File: config.mk
export PLATFORM = sky130hd
export DESIGN_NAME = tea_half_round
export DESIGN_NICKNAME = d
export VERILOG_FILES = /design/src/design/tea_pkg.sv /design/src/design/tea_half_round.sv
export SDC_FILE = /design/constraint.sdc
export NUM_CORES = 1
export LEC_CHECK = 0
export BUFFER_PORTS_ARGS = -buffer_cell sky130_fd_sc_hd__buf_2
export CAP_MARGIN = 0
export CORE_MARGIN = 5
export CORE_UTILIZATION = 62
export DETAILED_ROUTE_END_ITERATION = 8
export PLACE_DENSITY = 0.95
export SYNTH_ARGS = -nofsm -noshare
export SYNTH_HDL_FRONTEND = slang
export SYNTH_SLANG_ARGS = --single-unit
File: constraint.sdc
create_clock -name clk -period 1.3 [get_ports clk]
set_input_delay 0.065 -clock clk [delete_from_list [all_inputs] [get_ports clk]]
set_output_delay 0.065 -clock clk [all_outputs]
set_load 0.005 [all_outputs]
File: src/design/tea_pkg.sv
`timescale 1ns / 1ps
// ----------------------------------------------------------------------------
// tea_pkg
// Shared types, constants and the round mixing function of the TEA cipher.
// ----------------------------------------------------------------------------
package tea_pkg;

    localparam int WORD_W      = 32;
    localparam int KEY_WORDS   = 4;
    localparam int CFG_INDEX_W = 3;

    localparam logic [WORD_W-1:0] DELTA = 32'h9e3779b9;

    // action codes
    localparam logic ACT_ENCRYPT = 1'b0;
    localparam logic ACT_DECRYPT = 1'b1;

    // configuration register indexes
    localparam logic [CFG_INDEX_W-1:0] KEY_WORD_0_IDX = 3'd0;
    localparam logic [CFG_INDEX_W-1:0] KEY_WORD_1_IDX = 3'd1;
    localparam logic [CFG_INDEX_W-1:0] KEY_WORD_2_IDX = 3'd2;
    localparam logic [CFG_INDEX_W-1:0] KEY_WORD_3_IDX = 3'd3;

    typedef logic [KEY_WORDS-1:0][WORD_W-1:0] tea_key_t;

    typedef struct packed {
        logic              action;
        logic [WORD_W-1:0] y;
        logic [WORD_W-1:0] z;
    } tea_stage_t;

    function automatic logic [WORD_W-1:0] mix(
        input logic [WORD_W-1:0] v,
        input logic [WORD_W-1:0] sum,
        input logic [WORD_W-1:0] ka,
        input logic [WORD_W-1:0] kb
    );
        return ((v << 4) + ka) ^ (v + sum) ^ ((v >> 5) + kb);
    endfunction

endpackage

File: src/design/tea_half_round.sv
`timescale 1ns / 1ps
// ----------------------------------------------------------------------------
// tea_half_round
// One registered half round: updates one block word in either direction.
// ----------------------------------------------------------------------------
module tea_half_round #(
    parameter int ROUNDS     = 32,
    parameter int ROUND_IDX  = 0,
    parameter bit FIRST_HALF = 1'b1
) (
    input  logic                clk,
    input  logic                rst_n,
    input  logic                advance,
    input  logic                in_valid,
    input  tea_pkg::tea_stage_t in_stage,
    input  tea_pkg::tea_key_t   key,
    output logic                out_valid,
    output tea_pkg::tea_stage_t out_stage
);

    // running sum is fixed per stage; only the direction picks which one
    localparam logic [tea_pkg::WORD_W-1:0] SUM_ENC =
        tea_pkg::DELTA * 32'(ROUND_IDX + 1);
    localparam logic [tea_pkg::WORD_W-1:0] SUM_DEC =
        tea_pkg::DELTA * 32'(ROUNDS - ROUND_IDX);

    logic                        valid_reg;
    logic                        valid_next;
    tea_pkg::tea_stage_t         stage_reg;
    tea_pkg::tea_stage_t         stage_next;
    logic                        decrypt;
    logic                        upd_y;
    logic [tea_pkg::WORD_W-1:0]  sum;
    logic [tea_pkg::WORD_W-1:0]  mix_val;

    always_comb
    begin
        decrypt = (in_stage.action == tea_pkg::ACT_DECRYPT);
        // encrypt: y then z; decrypt: z then y
        upd_y   = FIRST_HALF ? !decrypt : decrypt;
        sum     = decrypt ? SUM_DEC : SUM_ENC;
        if (upd_y)
        begin
            mix_val = tea_pkg::mix(in_stage.z, sum, key[0], key[1]);
        end
        else
        begin
            mix_val = tea_pkg::mix(in_stage.y, sum, key[2], key[3]);
        end

        stage_next = in_stage;
        if (upd_y)
        begin
            stage_next.y = decrypt ? in_stage.y - mix_val : in_stage.y + mix_val;
        end
        else
        begin
            stage_next.z = decrypt ? in_stage.z - mix_val : in_stage.z + mix_val;
        end
        valid_next = in_valid;
    end

    always_ff @(posedge clk or negedge rst_n)
    begin
        if (!rst_n)
        begin
            valid_reg <= 1'b0;
        end
        else if (advance)
        begin
            valid_reg <= valid_next;
        end
    end

    always_ff @(posedge clk)
    begin
        if (advance && in_valid)
        begin
            stage_reg <= stage_next;
        end
    end

    assign out_valid = valid_reg;
    assign out_stage = stage_reg;

endmodule

==> results.txt, run 1 <==
The total cell area at the placement stage came out at 21290 µm². The top-level port count came out at 263. The flip-flop and latch count after synthesis came out at 66. The clock passes through at most 2 buffers.

Summing every instance area after synthesis gives 14610 µm². The final weighted congestion in routability-driven placement came out at 1.073. The width of the die is 163.5 µm. In this run the post-CTS setup repair buffer count came out at 77.

Post-CTS repair changed the size of 438 cells. The last flow stage reached is clock tree synthesis. Synthesis handed over a netlist of 1809 instances. The number of clock buffers inserted by TritonCTS is 9.

For this run, the leading register cell type out of synthesis is sky130_fd_sc_hd__edfxtp_1. Row generation in the floorplan step produced 56 rows. The level count of the clock H-tree is 3. Counting every sink on the clock net gives 66. The clock root buffer is sky130_fd_sc_hd__clkbuf_16. The sequential-to-total area share from yosys stat is 13.53%. The async set-or-reset flop fraction in the synthesized netlist is 1.515%. Synthesis produced a netlist with a net count of 2219. The number of hold buffers added after cts came out at 3. The netlist uses 79 different library cells. After legalization and detailed placement, the total HPWL measured 61840 µm. The first error in the log reads "[ERROR DPL-0038] Utilization greater than 100%, impossible to legalize". Measured along the y axis, the die boundary spans 163.5 µm.

The initial standard-cell utilization of the core came out at 62.61%. Input and output buffers added on the ports amount to 262. The run stopped with a tool error. Yosys mapped a number of flops with a built-in enable equal to 65. The number of synthesis warnings is 0. The post-synthesis area per instance is 8.076 µm². After detailed placement, the design holds a cell count of 2979.
## synthesized netlist by cell type, types with 7 or more instances
cell / n / area, µm²
sky130_fd_sc_hd__xnor2_1: 280 / 2452
sky130_fd_sc_hd__nor3_1: 24 / 120.1
sky130_fd_sc_hd__nor2_1: 96 / 360.4
sky130_fd_sc_hd__a21o_1: 92 / 690.7
sky130_fd_sc_hd__and2_1: 14 / 87.58
sky130_fd_sc_hd__a211o_1: 7 / 61.31
sky130_fd_sc_hd__nand3_1: 37 / 185.2
sky130_fd_sc_hd__a21boi_0: 7 / 52.55
sky130_fd_sc_hd__xor2_1: 55 / 481.7
sky130_fd_sc_hd__or3_1: 9 / 56.30
sky130_fd_sc_hd__nor4_1: 7 / 43.79
sky130_fd_sc_hd__o21bai_1: 32 / 240.2
sky130_fd_sc_hd__o31ai_1: 9 / 67.56
sky130_fd_sc_hd__clkbuf_1: 24 / 90.09
sky130_fd_sc_hd__nand4_1: 23 / 143.9
sky130_fd_sc_hd__mux2_2: 32 / 360.4
sky130_fd_sc_hd__ha_1: 207 / 2590
sky130_fd_sc_hd__mux2i_1: 11 / 110.1
sky130_fd_sc_hd__nor2b_1: 15 / 93.84
sky130_fd_sc_hd__o21ai_0: 125 / 625.6
sky130_fd_sc_hd__inv_1: 67 / 251.5
sky130_fd_sc_hd__a21oi_1: 174 / 870.8
sky130_fd_sc_hd__o21a_1: 34 / 255.2
sky130_fd_sc_hd__edfxtp_1: 65 / 1952
sky130_fd_sc_hd__nand2b_1: 21 / 131.4
sky130_fd_sc_hd__nand2_1: 158 / 593.1
sky130_fd_sc_hd__o211ai_1: 13 / 97.59
sky130_fd_sc_hd__a31o_2: 7 / 61.31
sky130_fd_sc_hd__and3_1: 19 / 118.9
sky130_fd_sc_hd__a31oi_1: 22 / 137.6
sky130_fd_sc_hd__a211oi_1: 17 / 127.6
## per-stage QoR
step	setup WS (ns)	util, %
floorplan	-3.407	-
global placement	-3.882	91.24
detailed placement	-4.376	91.24
## logic make-up after synthesis
| kind of cell | share of synthesized area [%] |
|---|---|
| AO/OA/AOI/OAI | 26.38 |
| XOR/XNOR | 21.19 |
| adder cells (fa/ha/maj) | 18.55 |
| buffers and inverters | 2.518 |
| flip-flops | 13.53 |
| multiplexers | 3.220 |
| AND/OR/NAND/NOR | 14.61 |
==> run 2, diff against run 1 <==
- CORE_UTILIZATION: 62 -> 40
- PLACE_DENSITY: 0.95 -> not set
- PLACE_DENSITY_LB_ADDON: not set -> 0.15
==> results.txt, run 2 <==
The highest net fanout along the worst path came out at 8. The quantity of I/O buffers inserted on ports is 262. The number of failing hold endpoints at the final stage came out at 0. The post-detailed-route via-to-cell ratio came out at 5.445.

Summed over all layers, the global routing overflow is 0. The most common cell after layout, fill and taps aside is sky130_fd_sc_hd__buf_4. The clock net in this run drives a total of 66 sinks. From left edge to right edge, the die measures 201.1 µm. In the synthesized netlist the async set-or-reset flop fraction comes to 1.515%. The top cell family by delay on the critical path is compound AO/OA/AOI/OAI gates. Final hold analysis gives a worst-case slack of 0.1016 ns. The minimum clock period after layout came out at 4.689 ns. The sequential-to-total area share from yosys stat is 13.53%.

The xor and xnor area share after synthesis is 21.19%. The net count after synthesis came out at 2219. The register with the most flip-flops in the layout has 65 of them. The worst stage delay on the critical path is 0.34 ns. The number of nets with antenna violations after routing came out at 0.

The post-CTS clock slew at the launch and capture registers of the worst setup and hold paths came out at 0.07 ns. The actual slew at the worst max-slew pin came out at 0.5600 ns. The number of detailed-routing iterations run before antenna repair is 5. The top cell type by area accounts for 17.73% of the synthesized area. The required time of the critical path is 1.41 ns. The checks that failed: setup timing. The kind of end point of the critical path is a flip-flop. The final wirelength came out at 64070 µm.

The highest achievable clock rate is 213.2 MHz. The pin count of the biggest net entering global routing is 72. In the final routed layout, each cell accounts on average for 19.47 µm. The total setup violations reported at the end of the flow came out at 64.

The worst setup path is launched from an input pin. The number of synthesis warnings is 0. The simple-gate share of the synthesized area is 14.61%. The area of the placeable core came out at 36350 µm². The final design utilization is 69.54%. The start-to-end type of the worst setup path is in -> reg. Across the routed clock network, the largest skew measured is 0 ns. The source of the worst hold timing path is in_stage[63]. TritonCTS built the clock tree.

The final critical-path share of the clock period is 360.7%. The number of vias after detailed routing is 17920. The flow ran to the end, but the final reports show violations. Across the VDD grid, the largest voltage drop is 1.170 mV. The count of pins over their slew limit is 0. Together, buffers and inverters on the worst path number 11. Setup repair after global routing could not meet its margin everywhere. Yosys mapped a number of flops with a built-in enable equal to 65. The number of antenna violations at the first check in global routing came out at 0. The number of core rows came out at 70. The cell with the largest stage delay on the worst path is sky130_fd_sc_hd__o31a_1. The worst register-to-register path begins at out_valid$_DFFE_PN0P_. In the layout the commonest cells are sky130_fd_sc_hd__buf_4, sky130_fd_sc_hd__buf_2, sky130_fd_sc_hd__xnor2_1, sky130_fd_sc_hd__ha_1, sky130_fd_sc_hd__nand2_1. The complex-gate fraction of the synthesized area came out at 26.38%.

The initial standard-cell utilization of the core is 40.19%. The class of the worst hold path is in -> reg. The share of layout cells above drive strength 1 came out at 50.30%.

The largest total area in the synthesized netlist belongs to sky130_fd_sc_hd__ha_1. The most frequent cell on the critical path is sky130_fd_sc_hd__buf_6. The max-capacitance violation count came out at 0.

In the post-synthesis netlist, the biggest area contributors are sky130_fd_sc_hd__ha_1, sky130_fd_sc_hd__xnor2_1, sky130_fd_sc_hd__edfxtp_1. The via count of the first global-routing pass came to 18360. The wire-length estimate of the detail-placed layout is 49870 µm. The DRC violation total after the first TritonRoute iteration is 988. The flip-flop and latch count after synthesis is 66. Dividing total power by cell area gives a power density of 1535 nW/µm².

The clock root buffer is sky130_fd_sc_hd__clkbuf_16. The total global routing track utilization is 29.36%. 263 I/O pins were placed.

The post-detailed-route DRC marker count is 0. The cell leakage power is 11.90 nW. The pre-CTS worst setup slack came out at -4.013 ns. Averaged over all synthesized cells, the footprint is 8.076 µm². Among all flip-flop cells after synthesis, the most frequent one is sky130_fd_sc_hd__edfxtp_1. After synthesis, the largest family of logic cells by area is compound AO/OA/AOI/OAI gates. The commonest cells after synthesis are sky130_fd_sc_hd__xnor2_1, sky130_fd_sc_hd__ha_1, sky130_fd_sc_hd__a21oi_1. At the end of the flow, the number of nets in the layout was 3228. The level count of the clock H-tree came out at 3. The number of clock buffers added by TritonCTS is 9. The mux cell area share after synthesis came out at 3.220%.

The area growth from synthesis to final layout came out at 73.02%. At the later pin of the worst-skew pair, clock insertion delay measures 0.38 ns. The area of the mapped netlist came out at 14610 µm². The arrival time reported for the critical path endpoint came out at 4.80 ns. Routability-driven placement finished with a final weighted congestion of 0.9513. The die covers 40450 µm². The first-pass GRT wire length came out at 97170 µm. The critical path starts at in_stage[64]. The setup check on the worst reg-to-reg path leaves a slack of 0.56 ns. The worst relative slew slack is 61.70%. The worst path setup slack after routing is -3.389 ns. The buffer levels on the longest clock path came out at 2.

The vertical extent of the die came out at 201.1 µm. Of the total synthesized cell area, the portion taken by full adders, half adders and majority gates is 18.55%. The cell count after synthesis is 1809.

The number of antenna diodes in the final layout is 0. sky130_fd_sc_hd__xnor2_1 is the most common cell in the netlist. The distinct cell type count of the synthesized netlist came out at 79.
-- run 2: cell counts after synthesis --
Identical to the previous run, type by type.
-- run 2: what timing repair did --
item / in CTS / in global routing
resized for setup: 319 / 188
hold buffers: 4 / 1
pin swaps: 170 / 137
endpoints found under the setup margin: 64 / 65
buffers inserted: 75 / 55
hold endpoints to repair: 2 / 1
-- run 2: cell type report --
cell class	instances	area, µm²
multi-input cells	1645	14660
fillers	2913	11070
repair buffers	1028	7480
flip-flops and latches	66	1977
well taps	468	585.6
inverters	68	267.8
clock buffers	9	225.2
clock inverters	7	77.57
-- run 2: routing by layer --
layer	wire length, µm	global-route usage, %
met5	0	0
met1	28580	39.23
met3	2931	3.159
met2	30940	51.11
met4	1623	6.858
-- run 2: report_power, final --
| part | switching, mW | internal (mW) |
|---|---|---|
| registers | 0.138 | 3.07 |
| clock network | 1.25 | 1.51 |
| logic | 15.3 | 17.5 |
| total | 16.7 | 22.1 |
-- run 2: logic make-up after synthesis --
kind of cell,after synthesis
AOI/OAI and AO/OA,600
and+or+nand+nor,447
xor gates and xnor gates,342
adders and majority gates,213
buffers and inverters,98
DFF,66
muxes,43
-- run 2: final timing paths --
path	cells past startpoint	end
worst max-delay path	29	out_stage[28]$_DFFE_PP_
worst min-delay path	3	out_stage[63]$_DFFE_PP_
worst min register to register	1	out_valid$_DFFE_PN0P_
worst max register to register	1	out_valid$_DFFE_PN0P_
max in group asynchronous	3	out_valid$_DFFE_PN0P_
min in group asynchronous	3	out_valid$_DFFE_PN0P_
-- run 2: through the flow --
stage | power (mW) | std cells | TNS [ns] | cell area (µm²)
finish | 38.81 | 3291 | -164.43 | 25280
detailed placement | 28.51 | 3179 | -185.42 | 21840
global route | 41.20 | 3291 | -173.70 | 25280
CTS | 35.56 | 3261 | -150.06 | 24200
global placement | 28.21 | 3179 | -182.85 | 21840
floorplan | 17.54 | 1809 | -145.43 | 15010
-- run 2: worst min-delay path: cells and delay by family --
family	cells	cell delay (ns)
buffers and inverters	2	0.21
xor gates and xnor gates	1	0.10
Note: power is estimated with default switching activity, not from simulation.
==> run 3, diff against run 2 <==
- BUFFER_PORTS_ARGS: -buffer_cell sky130_fd_sc_hd__buf_2 -> -buffer_cell sky130_fd_sc_hd__clkbuf_2
- PLACE_DENSITY_LB_ADDON: 0.15 -> not set
- SLEW_MARGIN: not set -> 40
==> results.txt, run 3 (synthesized netlist as in run 2, its figures left out) <==
The checks that failed: setup timing. The worst setup path is captured at a flip-flop. The pin count of the biggest net entering global routing came out at 53. The placed wire-length estimate came out at 48510 µm. The worst path setup slack after routing is -3.396 ns. The worst pin sits at a relative slew slack of 57.78%. Setup violations remaining at the end of the flow were counted as 64.

The detailed router used layers up to and including met4. The DRC violation total after the first TritonRoute iteration is 992. Global routing used 28.64% of the available tracks across all layers. The count of cells in the finished layout, fillers not included, comes to 3273. The worst setup path is launched from an input pin. The number of detailed-routing iterations run before antenna repair came out at 5. The arrival time reported for the critical path endpoint came out at 4.80 ns.

The min-delay analysis places its worst path in the category in -> reg. The run finished, with violations left. The width of the die came out at 201.1 µm. For the worst setup path, the data required time is 1.41 ns. The buffer levels on the longest clock path came out at 2. The count of pins over their slew limit came to 0. The number of core rows is 70.

The highest achievable clock rate came out at 212.9 MHz. The cell leakage power is 11.89 nW. The post-CTS clock slew at the launch and capture registers of the worst setup and hold paths is 0.07 ns.

The area of the placeable core is 36350 µm². The via count of the first global-routing pass is 18140. The tree is rooted in a sky130_fd_sc_hd__clkbuf_16. After detailed routing, the average wire length per cell comes to 19.06 µm.

The post-detailed-route DRC marker count is 0. The number of clock buffers inserted by TritonCTS is 9. Global routing finished with a remaining overflow of 0. The die is 201.1 µm tall. The first global-routing pass estimated 94360 µm of wire. The final critical-path share of the clock period is 361.3%. 263 I/O pins were placed. Across all layers, the routed design uses 17680 vias. The length of routed met3 wiring came out at 3558 µm. The share of layout cells above drive strength 1 came out at 49.93%. The largest voltage drop on the vdd net came out at 1.104 mV. The final weighted congestion in routability-driven placement is 0.9619.

From synthesis to final layout, the design area changed by 72.34%. The count of buffers added on input and output ports is 262. The number of nets with antenna violations after routing is 0.

The clock latency reported for the late side of the worst-skew pair came out at 0.37 ns. The actual slew at the worst max-slew pin is 0.6333 ns. The max-capacitance violation count came out at 0. The level count of the clock H-tree came out at 3.

The number of antenna violations at the first check in global routing is 1. In the layout the commonest cells are sky130_fd_sc_hd__buf_4, sky130_fd_sc_hd__clkbuf_2, sky130_fd_sc_hd__xnor2_1, sky130_fd_sc_hd__ha_1, sky130_fd_sc_hd__nand2_1. The minimum clock period after layout is 4.696 ns. Leaving out fill and tap cells, the most frequent cell in the layout is sky130_fd_sc_hd__buf_4. The met2 wire length is 29640 µm. The area of the die is 40450 µm².

Setup repair after global routing could not meet its margin everywhere. The final wirelength is 62380 µm. The clock sink count is 66.

The post-detailed-route via-to-cell ratio is 5.400. The number of failing hold endpoints at the final stage is 0. The highest net fanout along the worst path is 4. The number of placed instances, taps included, is 3170. The power density relative to cell area is 1540 nW/µm². The number of flip-flops under the largest register name is 65. The worst setup path is of the in -> reg kind.

TritonCTS built the clock tree. The initial standard-cell utilization of the core came out at 40.19%. For this block, wires on met1 add up to 28060 µm. The hold slack came out at 0.1197 ns. In the final design database the tool counted 3209 nets.

The setup skew after layout came out at 0 ns.
-- run 3: cell count changes in the layout (fill, tap and decap cells not counted), sizes merged --
cell	delta
buf	-274
diode	+1
clkbuf	+255
-- run 3: final cells by class --
type,count,area (µm²)
Inverter,68,276.5
Clock inverter,6,57.56
Timing Repair Buffer,1008,7330
Tap cell,468,585.6
Timing Repair inverter,1,16.27
Clock buffer,10,229.0
Multi-Input combinational cell,1645,14700
Antenna cell,1,2.502
Fill cell,2820,11170
Sequential cell,66,1977
-- run 3: report_power, final --
group | internal [mW] | total (mW) | switching, mW
combinational | 17.5 | 32.9 | 15.4
sequential | 3.07 | 3.22 | 0.155
clock | 1.47 | 2.65 | 1.17
total | 22.1 | 38.8 | 16.7
-- run 3: routing by layer --
metal  global-route usage (%)  vias to the layer above
li1                         -                     8672
met3                    4.480                       74
met5                        0                        -
met1                    38.50                     8444
met2                    48.92                      485
met4                    5.900                        0
-- run 3: metrics by stage --
stage	TNS (ns)	setup slack, ns	power, mW	area [µm²]	util (%)
2_1_floorplan	-145.43	-3.407	17.54	15010	-
3_3_place_gp	-183.39	-3.949	27.75	21790	59.95
3_5_place_dp	-186.08	-4.041	28.15	21790	59.95
4_1_cts	-152.09	-3.384	35.35	24170	66.51
5_1_grt	-168.82	-3.527	41.12	25180	69.26
6_report	-160.99	-3.396	38.78	25180	69.27
-- run 3: critical path, stage by stage --
cell                       delay [ns]
sky130_fd_sc_hd__buf_8           0.10
sky130_fd_sc_hd__ha_4            0.15
sky130_fd_sc_hd__fa_2            0.38
sky130_fd_sc_hd__a21o_1          0.23
sky130_fd_sc_hd__a211oi_4        0.29
sky130_fd_sc_hd__buf_4           0.18
sky130_fd_sc_hd__o21bai_4        0.07
sky130_fd_sc_hd__a21o_1          0.17
sky130_fd_sc_hd__a21o_1          0.21
sky130_fd_sc_hd__a21o_1          0.20
sky130_fd_sc_hd__a21oi_2         0.18
sky130_fd_sc_hd__xor2_2          0.13
sky130_fd_sc_hd__o21ai_2         0.17
sky130_fd_sc_hd__inv_2           0.06
sky130_fd_sc_hd__ha_4            0.26
sky130_fd_sc_hd__and2_4          0.16
sky130_fd_sc_hd__nand4_1         0.12
sky130_fd_sc_hd__o31a_1          0.36
sky130_fd_sc_hd__o31a_1          0.29
sky130_fd_sc_hd__nand3b_1        0.27
sky130_fd_sc_hd__a311oi_2        0.35
sky130_fd_sc_hd__nor4b_2         0.09
sky130_fd_sc_hd__a311o_1         0.30
-- run 3: worst paths after layout --
path	from	end	slack [ns]	cells past startpoint
hold reg to reg	out_valid$_DFFE_PN0P_	out_valid$_DFFE_PN0P_	0.53	1
hold / removal	in_stage[63]	out_stage[63]$_DFFE_PP_	0.12	3
setup reg to reg	out_valid$_DFFE_PN0P_	out_valid$_DFFE_PN0P_	0.55	1
setup / recovery	in_stage[5]	out_stage[28]$_DFFE_PP_	-3.40	23
max in group asynchronous	rst_n	out_valid$_DFFE_PN0P_	0.68	3
min in group asynchronous	rst_n	out_valid$_DFFE_PN0P_	0.52	3
-- run 3: repair_timing --
action                                  in CTS  in global routing
gates resized for setup                    335                169
endpoints found under the setup margin      64                 64
setup buffers                               68                 36
pin swaps                                  183                181
endpoints found under the hold margin        2                  0
gates cloned                                 1                  0
hold buffers                                 4                  0
